**config.mk**
```make
export PLATFORM = sky130hd
export DESIGN_NAME = pliv_div
export DESIGN_NICKNAME = d
export VERILOG_FILES = /design/src/sv/piecewise_linear_inverse_lookup_top_defines.svh /design/src/sv/pliv_pkg.sv /design/src/sv/pliv_div.sv
export SDC_FILE = /design/constraint.sdc
export NUM_CORES = 1
export LEC_CHECK = 0
export BUFFER_PORTS_ARGS = -buffer_cell sky130_fd_sc_hd__buf_2
export CAP_MARGIN = 15
export CORE_ASPECT_RATIO = 0.5
export CORE_MARGIN = 1
export CORE_UTILIZATION = 58
export DETAILED_ROUTE_END_ITERATION = 12
export PLACE_DENSITY_LB_ADDON = 0.25
export REMOVE_ABC_BUFFERS = 1
export SYNTH_ARGS = -nofsm -noshare
export SYNTH_HDL_FRONTEND = slang
export SYNTH_SLANG_ARGS = --single-unit
```
**constraint.sdc**
```tcl
create_clock -name clock -period 6.2 [get_ports clock]
set_input_delay 1.24 -clock clock [delete_from_list [all_inputs] [get_ports clock]]
set_output_delay 1.24 -clock clock [all_outputs]
set_load 0.01 [all_outputs]
```
**src/sv/piecewise_linear_inverse_lookup_top_defines.svh**
```systemverilog
// ----------------------------------------------------------------------------
// Assertion macros for the piecewise linear inverse lookup
// Shared forms of the concurrent checks used by the RTL.
// ----------------------------------------------------------------------------
`ifndef PIECEWISE_LINEAR_INVERSE_LOOKUP_TOP_DEFINES_SVH
`define PIECEWISE_LINEAR_INVERSE_LOOKUP_TOP_DEFINES_SVH

// The consequent must hold in the same cycle as the antecedent.
`define PLIV_ASSERT_SAME(label, clk, rst, ante, cons, msg) \
   label: assert property (@(posedge clk) disable iff (rst) (ante) |-> (cons)) \
      else $error(msg);

// The consequent must hold in the cycle after the antecedent.
`define PLIV_ASSERT_NEXT(label, clk, rst, ante, cons, msg) \
   label: assert property (@(posedge clk) disable iff (rst) (ante) |=> (cons)) \
      else $error(msg);

`endif

```
**src/sv/pliv_pkg.sv**
```systemverilog
// ----------------------------------------------------------------------------
// Piecewise linear inverse lookup package
// Item types, field widths and command codes shared by the lookup RTL.
// ----------------------------------------------------------------------------
package pliv_pkg;

   // Default number of knots held in the table.
   localparam int TABLE_DEPTH_DEF = 64;

   // Width of the segment count register and of the entry index field.
   localparam int CNT_W = 6;

   // Reset value of the segment count register.
   localparam logic [CNT_W-1:0] SEGMENT_COUNT_RST = 6'd1;

   // Quotient steps of the divider, one bit each.
   localparam int DIV_STEPS = 64;

   // Command codes carried in the func field.
   localparam logic FUNC_WRITE = 1'b0;
   localparam logic FUNC_QUERY = 1'b1;

   // One input item.
   typedef struct packed {
      logic               func;
      logic [CNT_W-1:0]   entry_index;
      logic signed [31:0] entry_x;
      logic signed [31:0] entry_y;
      logic signed [31:0] query_point;
   } req_type;

   // One result item.
   typedef struct packed {
      logic signed [31:0] result_value;
      logic               found;
      logic               divide_error;
   } rsp_type;

   // One knot as stored in the table.
   typedef struct packed {
      logic signed [31:0] x;
      logic signed [31:0] y;
   } knot_type;

endpackage

```
**src/sv/pliv_div.sv**
```systemverilog
// ----------------------------------------------------------------------------
// Piecewise linear inverse lookup divider
// Restoring unsigned divider, 64-bit dividend by 32-bit divisor, one
// quotient bit per cycle.
// ----------------------------------------------------------------------------
module pliv_div (
   input  logic        clock,
   input  logic        reset,
   input  logic        start,
   input  logic [63:0] dividend,
   input  logic [31:0] divisor,
   output logic [63:0] quotient,
   output logic        done
);

   localparam int STEP_W = $clog2(pliv_pkg::DIV_STEPS + 1);

   logic              run_ff,  run_in;
   logic              done_ff, done_in;
   logic [STEP_W-1:0] cnt_ff,  cnt_in;
   logic [63:0]       dq_ff,   dq_in;
   logic [31:0]       rem_ff,  rem_in;
   logic [32:0]       shifted;
   logic [32:0]       diff;
   logic              qbit;

   // One restoring step: bring down the next dividend bit and try a subtract.
   always_comb begin
      shifted = {rem_ff, dq_ff[63]};
      diff    = shifted - {1'b0, divisor};
      qbit    = (shifted >= {1'b0, divisor});
   end

   // Step sequencing.
   always_comb begin
      run_in  = run_ff;
      done_in = 1'b0;
      cnt_in  = cnt_ff;
      dq_in   = dq_ff;
      rem_in  = rem_ff;
      if (start) begin
         run_in = 1'b1;
         cnt_in = STEP_W'(pliv_pkg::DIV_STEPS);
         dq_in  = dividend;
         rem_in = '0;
      end else if (run_ff) begin
         dq_in  = {dq_ff[62:0], qbit};
         rem_in = qbit ? diff[31:0] : shifted[31:0];
         cnt_in = cnt_ff - STEP_W'(1);
         if (cnt_ff == STEP_W'(1)) begin
            run_in  = 1'b0;
            done_in = 1'b1;
         end
      end
   end

   // Control registers.
   always_ff @(posedge clock) begin
      if (reset) begin
         run_ff  <= 1'b0;
         done_ff <= 1'b0;
         cnt_ff  <= '0;
      end else begin
         run_ff  <= run_in;
         done_ff <= done_in;
         cnt_ff  <= cnt_in;
      end
   end

   // Datapath registers.
   always_ff @(posedge clock) begin
      dq_ff  <= dq_in;
      rem_ff <= rem_in;
   end

   assign quotient = dq_ff;
   assign done     = done_ff;

endmodule

```
==> impl_metrics.env, run 1 <==
export IMPL_synth_avg_cell_area_um2=10.20
export IMPL_hold_ws_ns=0.4770
export IMPL_portBuffers=163
export IMPL_synthArstFlopShare=0
export IMPL_yosysTopAreaCell="edfxtp_1"
export IMPL_synth_simple_area_share=0.1117
export IMPL_p_int_mw=1.316
export IMPL_path_buf_inv=3
export IMPL_area_growth_syn_to_layout_pct=19.34
export IMPL_num_antenna_cells=0
export IMPL_drtAntennaViolNets=0
export IMPL_crit_path_max_fanout=25
export IMPL_gp_congestion=0.9378
export IMPL_synth_fa_ha_area_frac=0.06975
export IMPL_core_area_mm2=0.01044
export IMPL_netlist_top_cells_area="edfxtp_1 30%, dfxtp_1 13%, mux2_2 11%"
export IMPL_htreeDepth=3
export IMPL_period_minus_slack_ns=4.150
export IMPL_swShare=0.2910
export IMPL_hold_depth=2
export IMPL_drc=0
export IMPL_postCtsSetupBuffers=0
export IMPL_pin_count=164
export IMPL_slowest_delay_ns=0.70
export IMPL_crit_path_end_kind="flop"
export IMPL_drt_initial_drc_count=311
export IMPL_max_cap_violations=0
export IMPL_antenna_found_initial=1
export IMPL_start_kind="input port"
export IMPL_synth_top_family_by_area="multiplexers"
export IMPL_drt_wirelength_per_cell_um=16.14
export IMPL_grt_pass1_wl_um=24140
export IMPL_grt_total_usage=0.2673
export IMPL_synthCells=626
export IMPL_clockBufferDepth=2
export IMPL_drive_gt1_frac=0.3312
export IMPL_cts_resized=0
export IMPL_routed_wl_um=14880
export IMPL_clock_skew_final_ns=0.007367
export IMPL_dp_cells=906
export IMPL_synth_compound_area_frac=0.1497
export IMPL_final_cells=922
export IMPL_relSlewSlack=0.4305
export IMPL_cts_sinks=105
export IMPL_fmax_ghz=0.2410
export IMPL_place_hpwl_um=10670
export IMPL_cts_tree="done"
export IMPL_p_comb_frac=0.204
export IMPL_netlist_area_mm2=0.006386
export IMPL_drv_slew=0
export IMPL_r2r_cells=11
export IMPL_dieArea_mm2=0.01146
export IMPL_synthTopCellsByCount="64 x edfxtp_1, 64 x mux2_2, 54 x nand2_1, 51 x nor2_1, 41 x dfxtp_1"
export IMPL_cts_root_buf="clkbuf_16"
export IMPL_hold_buffers=0
export IMPL_yosys_area_top_type_share=0.3009
export IMPL_arrival_ns=4.40
export IMPL_grt_max_degree=65
export IMPL_peakVddDrop_mv=0.1649
export IMPL_initial_utilization=0.6116
export IMPL_tightest_slew_ns=0.8511
export IMPL_rows=26
export IMPL_synth_mux_area_frac=0.1520
export IMPL_drt_pass1_iter_count=5
export IMPL_die_h_um=76.20
export IMPL_path_depth=13
export IMPL_synthDistinctLibCells=58
export IMPL_synth_warnings=0
export IMPL_synth_xor_area_frac=0.04252
export IMPL_leakagePower_nw=3.254
export IMPL_setup_viol=0
export IMPL_rsz0062_at_grt="no"
export IMPL_crit_required_ns=6.45
export IMPL_hold_viol=0
export IMPL_nNetsFinal=911
export IMPL_ys_seq_elements=105
export IMPL_num_vias=5255
export IMPL_clockPowerShare=0.341
export IMPL_cp_slowest_cell="o21ai_4"
export IMPL_grt_pass1_vias=5136
export IMPL_cp_cell_sequence="buf_2 > inv_1 > ha_1 > nand3_1 > o21bai_4 > a21oi_2 > o211ai_2 > o311ai_4 > o21ai_2 > o21ai_4 > buf_4 > mux2i_1 > a211oi_1"
export IMPL_status="complete, no violations"
export IMPL_seq_power_share=0.455
export IMPL_cts_buffers=9
export IMPL_globalRouteOverflowTotal=0
export IMPL_power_net_switching_mw=0.5401
export IMPL_p_per_area_mw_per_mm2=243.5
export IMPL_clk_latency_ns=0.35
export IMPL_critical_path_class="in -> reg"
export IMPL_fin_tns_setup_ns=0
export IMPL_vias_per_cell=5.700
export IMPL_synth_edf_count=64
export IMPL_path_clk_slew_ns=0.08
export IMPL_synth_seq_area_share=0.4295
export IMPL_fin_crit_sh=0.6694
export IMPL_path_delay_family="compound AO/OA/AOI/OAI gates"
export IMPL_hold_path_class="reg -> reg"
export IMPL_die_x_um=150.4
export IMPL_ys_flop_type="edfxtp_1"
[through the flow]
step                setup WS (ns)  cell area (um2)  utilization  power (mW)
floorplan                   2.314             6250            -       1.094
detailed placement          1.747             7281       0.6972       1.232
global route                1.873             7621       0.7298       1.940
finish                      2.050             7621       0.7298       1.856
CTS                         2.107             7621       0.7298       1.868
global placement            1.936             7281       0.6972       1.220
[state kept, by name, indices dropped and copies added, names as in the netlist]
name / flops
run_ff: 1
quotient: 64
cnt_ff: 7
rem_ff: 32
done: 1
[final timing paths]
| check | startpoint | end | slack (ns) |
|---|---|---|---|
| worst max register to register | rem_ff[2] | rem_ff[14] | 2.72 |
| worst min register to register | rem_ff[2] | rem_ff[2] | 0.48 |
| worst max-delay path | divisor[3] | rem_ff[14] | 2.05 |
| worst min-delay path | rem_ff[2] | rem_ff[2] | 0.48 |
[kinds of logic after synthesis]
family                     after synthesis
muxes                                   89
AOI/OAI and AO/OA                      140
and+or+nand+nor                        158
xor gates and xnor gates                31
buffers and inverters                   68
adders and majority gates               35
DFF                                    105
[power by group through the flow]
stage | sequential [mW] | combinational [mW] | clock [mW]
finish | 0.845 | 0.378 | 0.634
global placement | 0.857 | 0.364 | 0
floorplan | 0.882 | 0.212 | 0
global route | 0.852 | 0.413 | 0.675
detailed placement | 0.859 | 0.373 | 0
CTS | 0.845 | 0.376 | 0.647
[layout make-up]
class | instances | area (um2)
clock buffers | 9 | 225.2
clock inverters | 7 | 115.1
fillers | 785 | 2821
inverters | 40 | 150.1
multi-input cells | 453 | 3357
flip-flops and latches | 105 | 2743
well taps | 140 | 175.2
repair buffers | 168 | 855.8
[tightest hold or removal path, stage by stage (launching register included)]
cell	delay [ns]
dfxtp_1	0.33
nand2_1	0.06
o21ai_1	0.05
[metal layers]
metal / track usage / vias to the layer above / wire length [um]
met5: 0 / - / 0
met4: 0.07576 / 0 / 298
met3: 0.07904 / 26 / 1111
met2: 0.4548 / 196 / 7101
met1: 0.3277 / 2455 / 6368
li1: - / 2578 / -
[cell usage in the layout, fill, tap and decap left out, types with 3 or more instances in the layout]
cell,count
a211oi_1,23
a21o_1,10
a21oi_1,38
and2_1,3
buf_2,162
buf_4,6
clkbuf_16,9
clkinv_8,3
dfxtp_1,41
edfxtp_1,64
ha_1,34
inv_1,39
mux2_2,64
mux2i_1,25
nand2_1,54
nand2b_1,3
nand3_1,12
nand4_1,5
nor2_1,51
nor2b_1,7
nor3_1,6
nor4_1,3
o211ai_1,7
o21a_1,5
o21ai_0,22
o21ai_1,4
o31ai_1,4
or3_1,6
xnor2_1,20
xor2_1,11
Note: power is estimated with default switching activity, not from simulation.
==> run 2, diff against run 1 <==
--- a/config.mk
+++ b/config.mk
@@ -9,7 +9,7 @@
 export CAP_MARGIN = 15
 export CORE_ASPECT_RATIO = 0.5
 export CORE_MARGIN = 1
-export CORE_UTILIZATION = 58
+export CORE_UTILIZATION = 54
 export DETAILED_ROUTE_END_ITERATION = 12
 export PLACE_DENSITY_LB_ADDON = 0.25
 export REMOVE_ABC_BUFFERS = 1
==> constraint.sdc (replaced) <==
create_clock -name clock -period 4 [get_ports clock]
set_input_delay 0.8 -clock clock [delete_from_list [all_inputs] [get_ports clock]]
set_output_delay 0.8 -clock clock [all_outputs]
set_load 0.01 [all_outputs]
==> run 2 against run 1 <==
Against the previous run: non-clock buffer count grew 3; critical path depth shrank 1; total power grew 51%; clock power grew 44%; combinational power grew 54%; routed wire length shrank 0.22%; first-iteration DRC count shrank 18%; critical path type unchanged; highest routed layer unchanged.
==> impl_metrics.env, run 2 (synthesized netlist as in run 1, its figures left out) <==
export IMPL_die_x_um=155.8
export IMPL_num_vias=5168
export IMPL_dieArea_mm2=0.01229
export IMPL_hold_viol=0
export IMPL_clk_latency_ns=0.35
export IMPL_fillCellCount=923
export IMPL_die_h_um=78.90
export IMPL_drv_slew=0
export IMPL_relSlewSlack=0.5422
export IMPL_slowest_delay_ns=0.60
export IMPL_crit_path_max_fanout=5
export IMPL_initial_utilization=0.5677
export IMPL_htreeDepth=3
export IMPL_mostFrequentLayoutCell="buf_2"
export IMPL_leakagePower_nw=3.256
export IMPL_seq_area_mm2=0.002743
export IMPL_final_cell_mix="162 x buf_2, 64 x mux2_2, 64 x edfxtp_1"
export IMPL_clock_skew_final_ns=0.01087
export IMPL_drtAntennaViolNets=0
export IMPL_critical_path_class="in -> reg"
export IMPL_status="complete, no violations"
export IMPL_postCtsSetupBuffers=0
export IMPL_pre_cts_ws_ns=0.5424
export IMPL_grt_pass1_vias=5025
export IMPL_drt_wirelength_per_cell_um=15.71
export IMPL_worst_slack_ns=0.8422
export IMPL_cts_root_buf="clkbuf_16"
export IMPL_crit_top_cell="nand3_1"
export IMPL_reg2reg_slack_ns=1.06
export IMPL_fin_tns_setup_ns=0
export IMPL_largest_register_ffs=64
export IMPL_cp_slowest_cell="a2111oi_0"
export IMPL_crit_path_end_kind="flop"
export IMPL_fmax_ghz=0.3167
export IMPL_path_clk_slew_ns=0.08
export IMPL_cts_tree="done"
export IMPL_period_minus_slack_ns=3.158
export IMPL_multi_input_area_mm2=0.003357
export IMPL_antenna_found_initial=2
export IMPL_drt_initial_drc_count=254
export IMPL_portBuffers=163
export IMPL_cts_resized=0
export IMPL_fin_total_pwr_mw=2.803
export IMPL_area_growth_syn_to_layout_pct=19.53
export IMPL_vias_per_cell=5.469
export IMPL_peakVddDrop_mv=0.2551
export IMPL_tightest_slew_ns=0.6841
export IMPL_grt_total_usage=0.2462
export IMPL_grt_pass1_wl_um=24010
export IMPL_p_per_area_mw_per_mm2=367.2
export IMPL_pin_count=164
export IMPL_globalRouteOverflowTotal=0
export IMPL_grt_max_degree=48
export IMPL_crit_required_ns=4.29
export IMPL_clockBufferDepth=2
export IMPL_fin_crit_sh=0.7895
export IMPL_routed_wl_um=14850
export IMPL_post_route_util=0.6786
export IMPL_cp_cell_sequence="buf_2 > inv_1 > ha_1 > nand3_1 > o21bai_4 > a21oi_2 > o211ai_2 > o311ai_4 > o211ai_1 > a2111oi_0 > o2111ai_1 > nand3_1"
export IMPL_hold_path_class="reg -> reg"
export IMPL_drive_gt1_frac=0.3338
export IMPL_core_area_mm2=0.01125
export IMPL_drt_pass1_iter_count=5
export IMPL_cts_buffers=9
export IMPL_drc=0
export IMPL_nNetsFinal=914
export IMPL_arrival_ns=3.45
export IMPL_cts_sinks=105
export IMPL_start_kind="input port"
export IMPL_setup_viol=0
export IMPL_hold_buffers=0
export IMPL_rows=27
export IMPL_max_cap_violations=0
export IMPL_place_hpwl_um=10960
export IMPL_gp_congestion=0.9025
export IMPL_rsz0062_at_grt="no"
## run 2: critical path, delay by kind of cell
family / cells / cell delay (ns)
fa+ha+maj: 1 / 0.36
buf+inv: 2 / 0.11
compound gates: 7 / 1.89
simple gates: 2 / 0.29
## run 2: area by class of cell
cell class | instances | share of cell area
multi-input cells | 453 | 0.4398
flip-flops and latches | 105 | 0.3593
repair buffers | 171 | 0.1151
clock buffers | 10 | 0.03131
well taps | 159 | 0.02606
inverters | 40 | 0.01967
clock inverters | 6 | 0.008523
diodes | 1 | 0.0003278
## run 2: power by group
group          internal, mW  total (mW)  switching [mW]  leakage [nW]
clock network         0.461       0.913           0.452         0.150
registers              1.26        1.31          0.0514         0.979
logic                 0.266       0.581           0.315          2.13
total                  1.98        2.80           0.819          3.26
## run 2: layer usage
layer  up-vias  global-route usage  wire length, um
li1       2586                   -                -
met1      2436              0.3038             6587
met2       133              0.4272             7090
met3        13             0.07151              995
met4         0             0.05686              174
met5         -                   0                0
## run 2: worst paths after layout
check | startpoint | to | cells past startpoint
worst max-delay path | divisor[3] | rem_ff[27] | 12
worst min-delay path | rem_ff[7] | rem_ff[7] | 2
worst max register to register | rem_ff[2] | rem_ff[27] | 10
worst min register to register | rem_ff[7] | rem_ff[7] | 2
## run 2: metrics by stage
step                      hold WS, ns  cells  instance area, um2
final                          0.4864    945                7634
after global routing           0.5022    945                7634
after CTS                      0.4871    944                7631
after detailed placement       0.4744    928                7327
after global placement         0.4599    928                7327
after floorplan                0.4445    598                6250
==> run 3, diff against run 2 <==
==> constraint.sdc (replaced) <==
create_clock -name clock -period 3 [get_ports clock]
set_input_delay 0.6 -clock clock [delete_from_list [all_inputs] [get_ports clock]]
set_output_delay 0.6 -clock clock [all_outputs]
set_load 0.01 [all_outputs]
==> run 3 against run 2 <==
Against the previous run: sequential power up 34%; design area up 4.1%; die area unchanged; clock power up 30%; combinational power up 43%; worst setup slack worse by 0.60 ns; register-to-register slack worse by 0.78 ns; global-route usage up 1.4 points; total power up 35%; clock skew up 0.0032 ns; first-iteration DRC count up 21%; routed wire length up 5.3%; largest power group unchanged; critical path type unchanged; highest routed layer unchanged.
==> impl_metrics.env, run 3 (synthesized netlist as in run 1, its figures left out) <==
export IMPL_area_growth_syn_to_layout_pct=24.43
export IMPL_num_antenna_cells=0
export IMPL_slowest_delay_ns=0.50
export IMPL_setup_viol=0
export IMPL_start_kind="input port"
export IMPL_crit_path_max_fanout=5
export IMPL_num_vias=5347
export IMPL_largest_register_ffs=64
export IMPL_rsz0062_at_grt="no"
export IMPL_cts_buffers=9
export IMPL_portBuffers=163
export IMPL_fin_total_pwr_mw=3.773
export IMPL_antenna_found_initial=1
export IMPL_relSlewSlack=0.5395
export IMPL_clk_latency_ns=0.35
export IMPL_tightest_slew_ns=0.6898
export IMPL_whs_endpoint="run_ff"
export IMPL_cts_resized=0
export IMPL_period_minus_slack_ns=2.755
export IMPL_cp_cell_sequence="buf_2 > inv_1 > ha_1 > nand3_1 > o21bai_4 > a21oi_2 > o211ai_2 > o311ai_4 > buf_4 > o211ai_1 > a2111oi_0 > o2111ai_1 > nand3_1"
export IMPL_arrival_ns=3.05
export IMPL_grt_total_usage=0.2607
export IMPL_globalRouteOverflowTotal=0
export IMPL_vias_per_cell=5.434
export IMPL_crit_top_cell="nand3_1"
export IMPL_cts_tree="done"
export IMPL_pin_count=164
export IMPL_grt_pass1_wl_um=25030
export IMPL_drv_slew=0
export IMPL_core_area_mm2=0.01125
export IMPL_drive_gt1_frac=0.3648
export IMPL_hold_path_class="in -> reg"
export IMPL_r2r_end="rem_ff[27]"
export IMPL_fin_crit_sh=0.9184
export IMPL_crit_required_ns=3.29
export IMPL_hold_ws_ns=0.4424
export IMPL_drc=0
export IMPL_drt_initial_drc_count=307
export IMPL_status="complete, no violations"
export IMPL_cp_slowest_cell="a2111oi_0"
export IMPL_clock_skew_final_ns=0.01403
export IMPL_holdCritStartpoint="reset"
export IMPL_rows=27
export IMPL_path_clk_slew_ns=0.08
export IMPL_routed_wl_um=15640
export IMPL_initial_utilization=0.5677
export IMPL_grt_pass1_vias=5325
export IMPL_mostFrequentLayoutCell="buf_2"
export IMPL_drt_wirelength_per_cell_um=15.89
export IMPL_nNetsFinal=954
export IMPL_fmax_ghz=0.3630
export IMPL_final_cell_mix="162 x buf_2, 64 x mux2_2, 64 x edfxtp_1"
export IMPL_hold_buffers=0
export IMPL_drt_pass1_iter_count=5
export IMPL_peakVddDrop_mv=0.3236
export IMPL_cts_sinks=105
export IMPL_cts_root_buf="clkbuf_16"
export IMPL_reg2reg_slack_ns=0.28
export IMPL_p_per_area_mw_per_mm2=474.8
export IMPL_dieArea_mm2=0.01229
export IMPL_path_delay_family="compound AO/OA/AOI/OAI gates"
export IMPL_fillCellCount=897
export IMPL_grt_max_degree=65
export IMPL_crit_path_end_kind="flop"
export IMPL_path_buf_inv=3
export IMPL_hold_depth=2
export IMPL_gp_congestion=0.8955
export IMPL_r2r_cells=11
export IMPL_die_x_um=155.8
export IMPL_critical_path_class="in -> reg"
export IMPL_place_hpwl_um=11690
export IMPL_hold_viol=0
export IMPL_drtAntennaViolNets=0
export IMPL_max_cap_violations=0
export IMPL_clockBufferDepth=2
export IMPL_leakagePower_nw=3.453
export IMPL_die_h_um=78.90
export IMPL_postCtsSetupBuffers=0
export IMPL_post_route_util=0.7064
export IMPL_htreeDepth=3
export IMPL_r2r_start="rem_ff[2]"
-- run 3: where the power goes --
group,switching [mW],internal (mW)
Sequential,0.0736,1.68
Combinational,0.433,0.396
Clock,0.601,0.592
Total,1.11,2.66
-- run 3: worst max-delay path by stage --
stage / startpoint / end / slack, ns / depth (start not counted)
after floorplan: run_ff / quotient[0] / -0.25 / 2
after global placement: divisor[1] / rem_ff[27] / -0.05 / 13
after detailed placement: divisor[1] / rem_ff[27] / -0.13 / 13
after CTS: divisor[1] / rem_ff[27] / 0.24 / 13
after global routing: quotient[63] / rem_ff[24] / 0.08 / 12
final: divisor[3] / rem_ff[27] / 0.24 / 13
-- run 3: routing by layer --
layer	routed length (um)	part of all wire	global-route usage	up-vias
li1	-	-	-	2673
met5	0	0	0	-
met3	1104	0.071	0.07096	20
met1	6785	0.43	0.3187	2484
met4	259	0.017	0.06569	0
met2	7485	0.48	0.4580	170
-- run 3: cell type report --
cell class                      instances  area, um2  area share
Multi-Input combinational cell        453       3357      0.4225
Sequential cell                       105       2743      0.3451
Timing Repair Buffer                  211       1204      0.1515
Clock buffer                           10      229.0     0.02881
Tap cell                              159      198.9     0.02504
Inverter                               40      150.1     0.01889
Clock inverter                          6      65.06    0.008188
-- run 3: metrics by stage --
| stage | setup TNS (ns) | std cells | instance area, um2 | setup WS [ns] |
|---|---|---|---|---|
| 6_report | 0 | 984 | 7946 | 0.2449 |
| 4_1_cts | 0 | 984 | 7946 | 0.2377 |
| 5_1_grt | 0 | 984 | 7946 | 0.07897 |
| 3_5_place_dp | -0.9800 | 968 | 7652 | -0.1284 |
| 2_1_floorplan | -22.89 | 598 | 6250 | -0.2517 |
| 3_3_place_gp | -0.1820 | 968 | 7652 | -0.05305 |
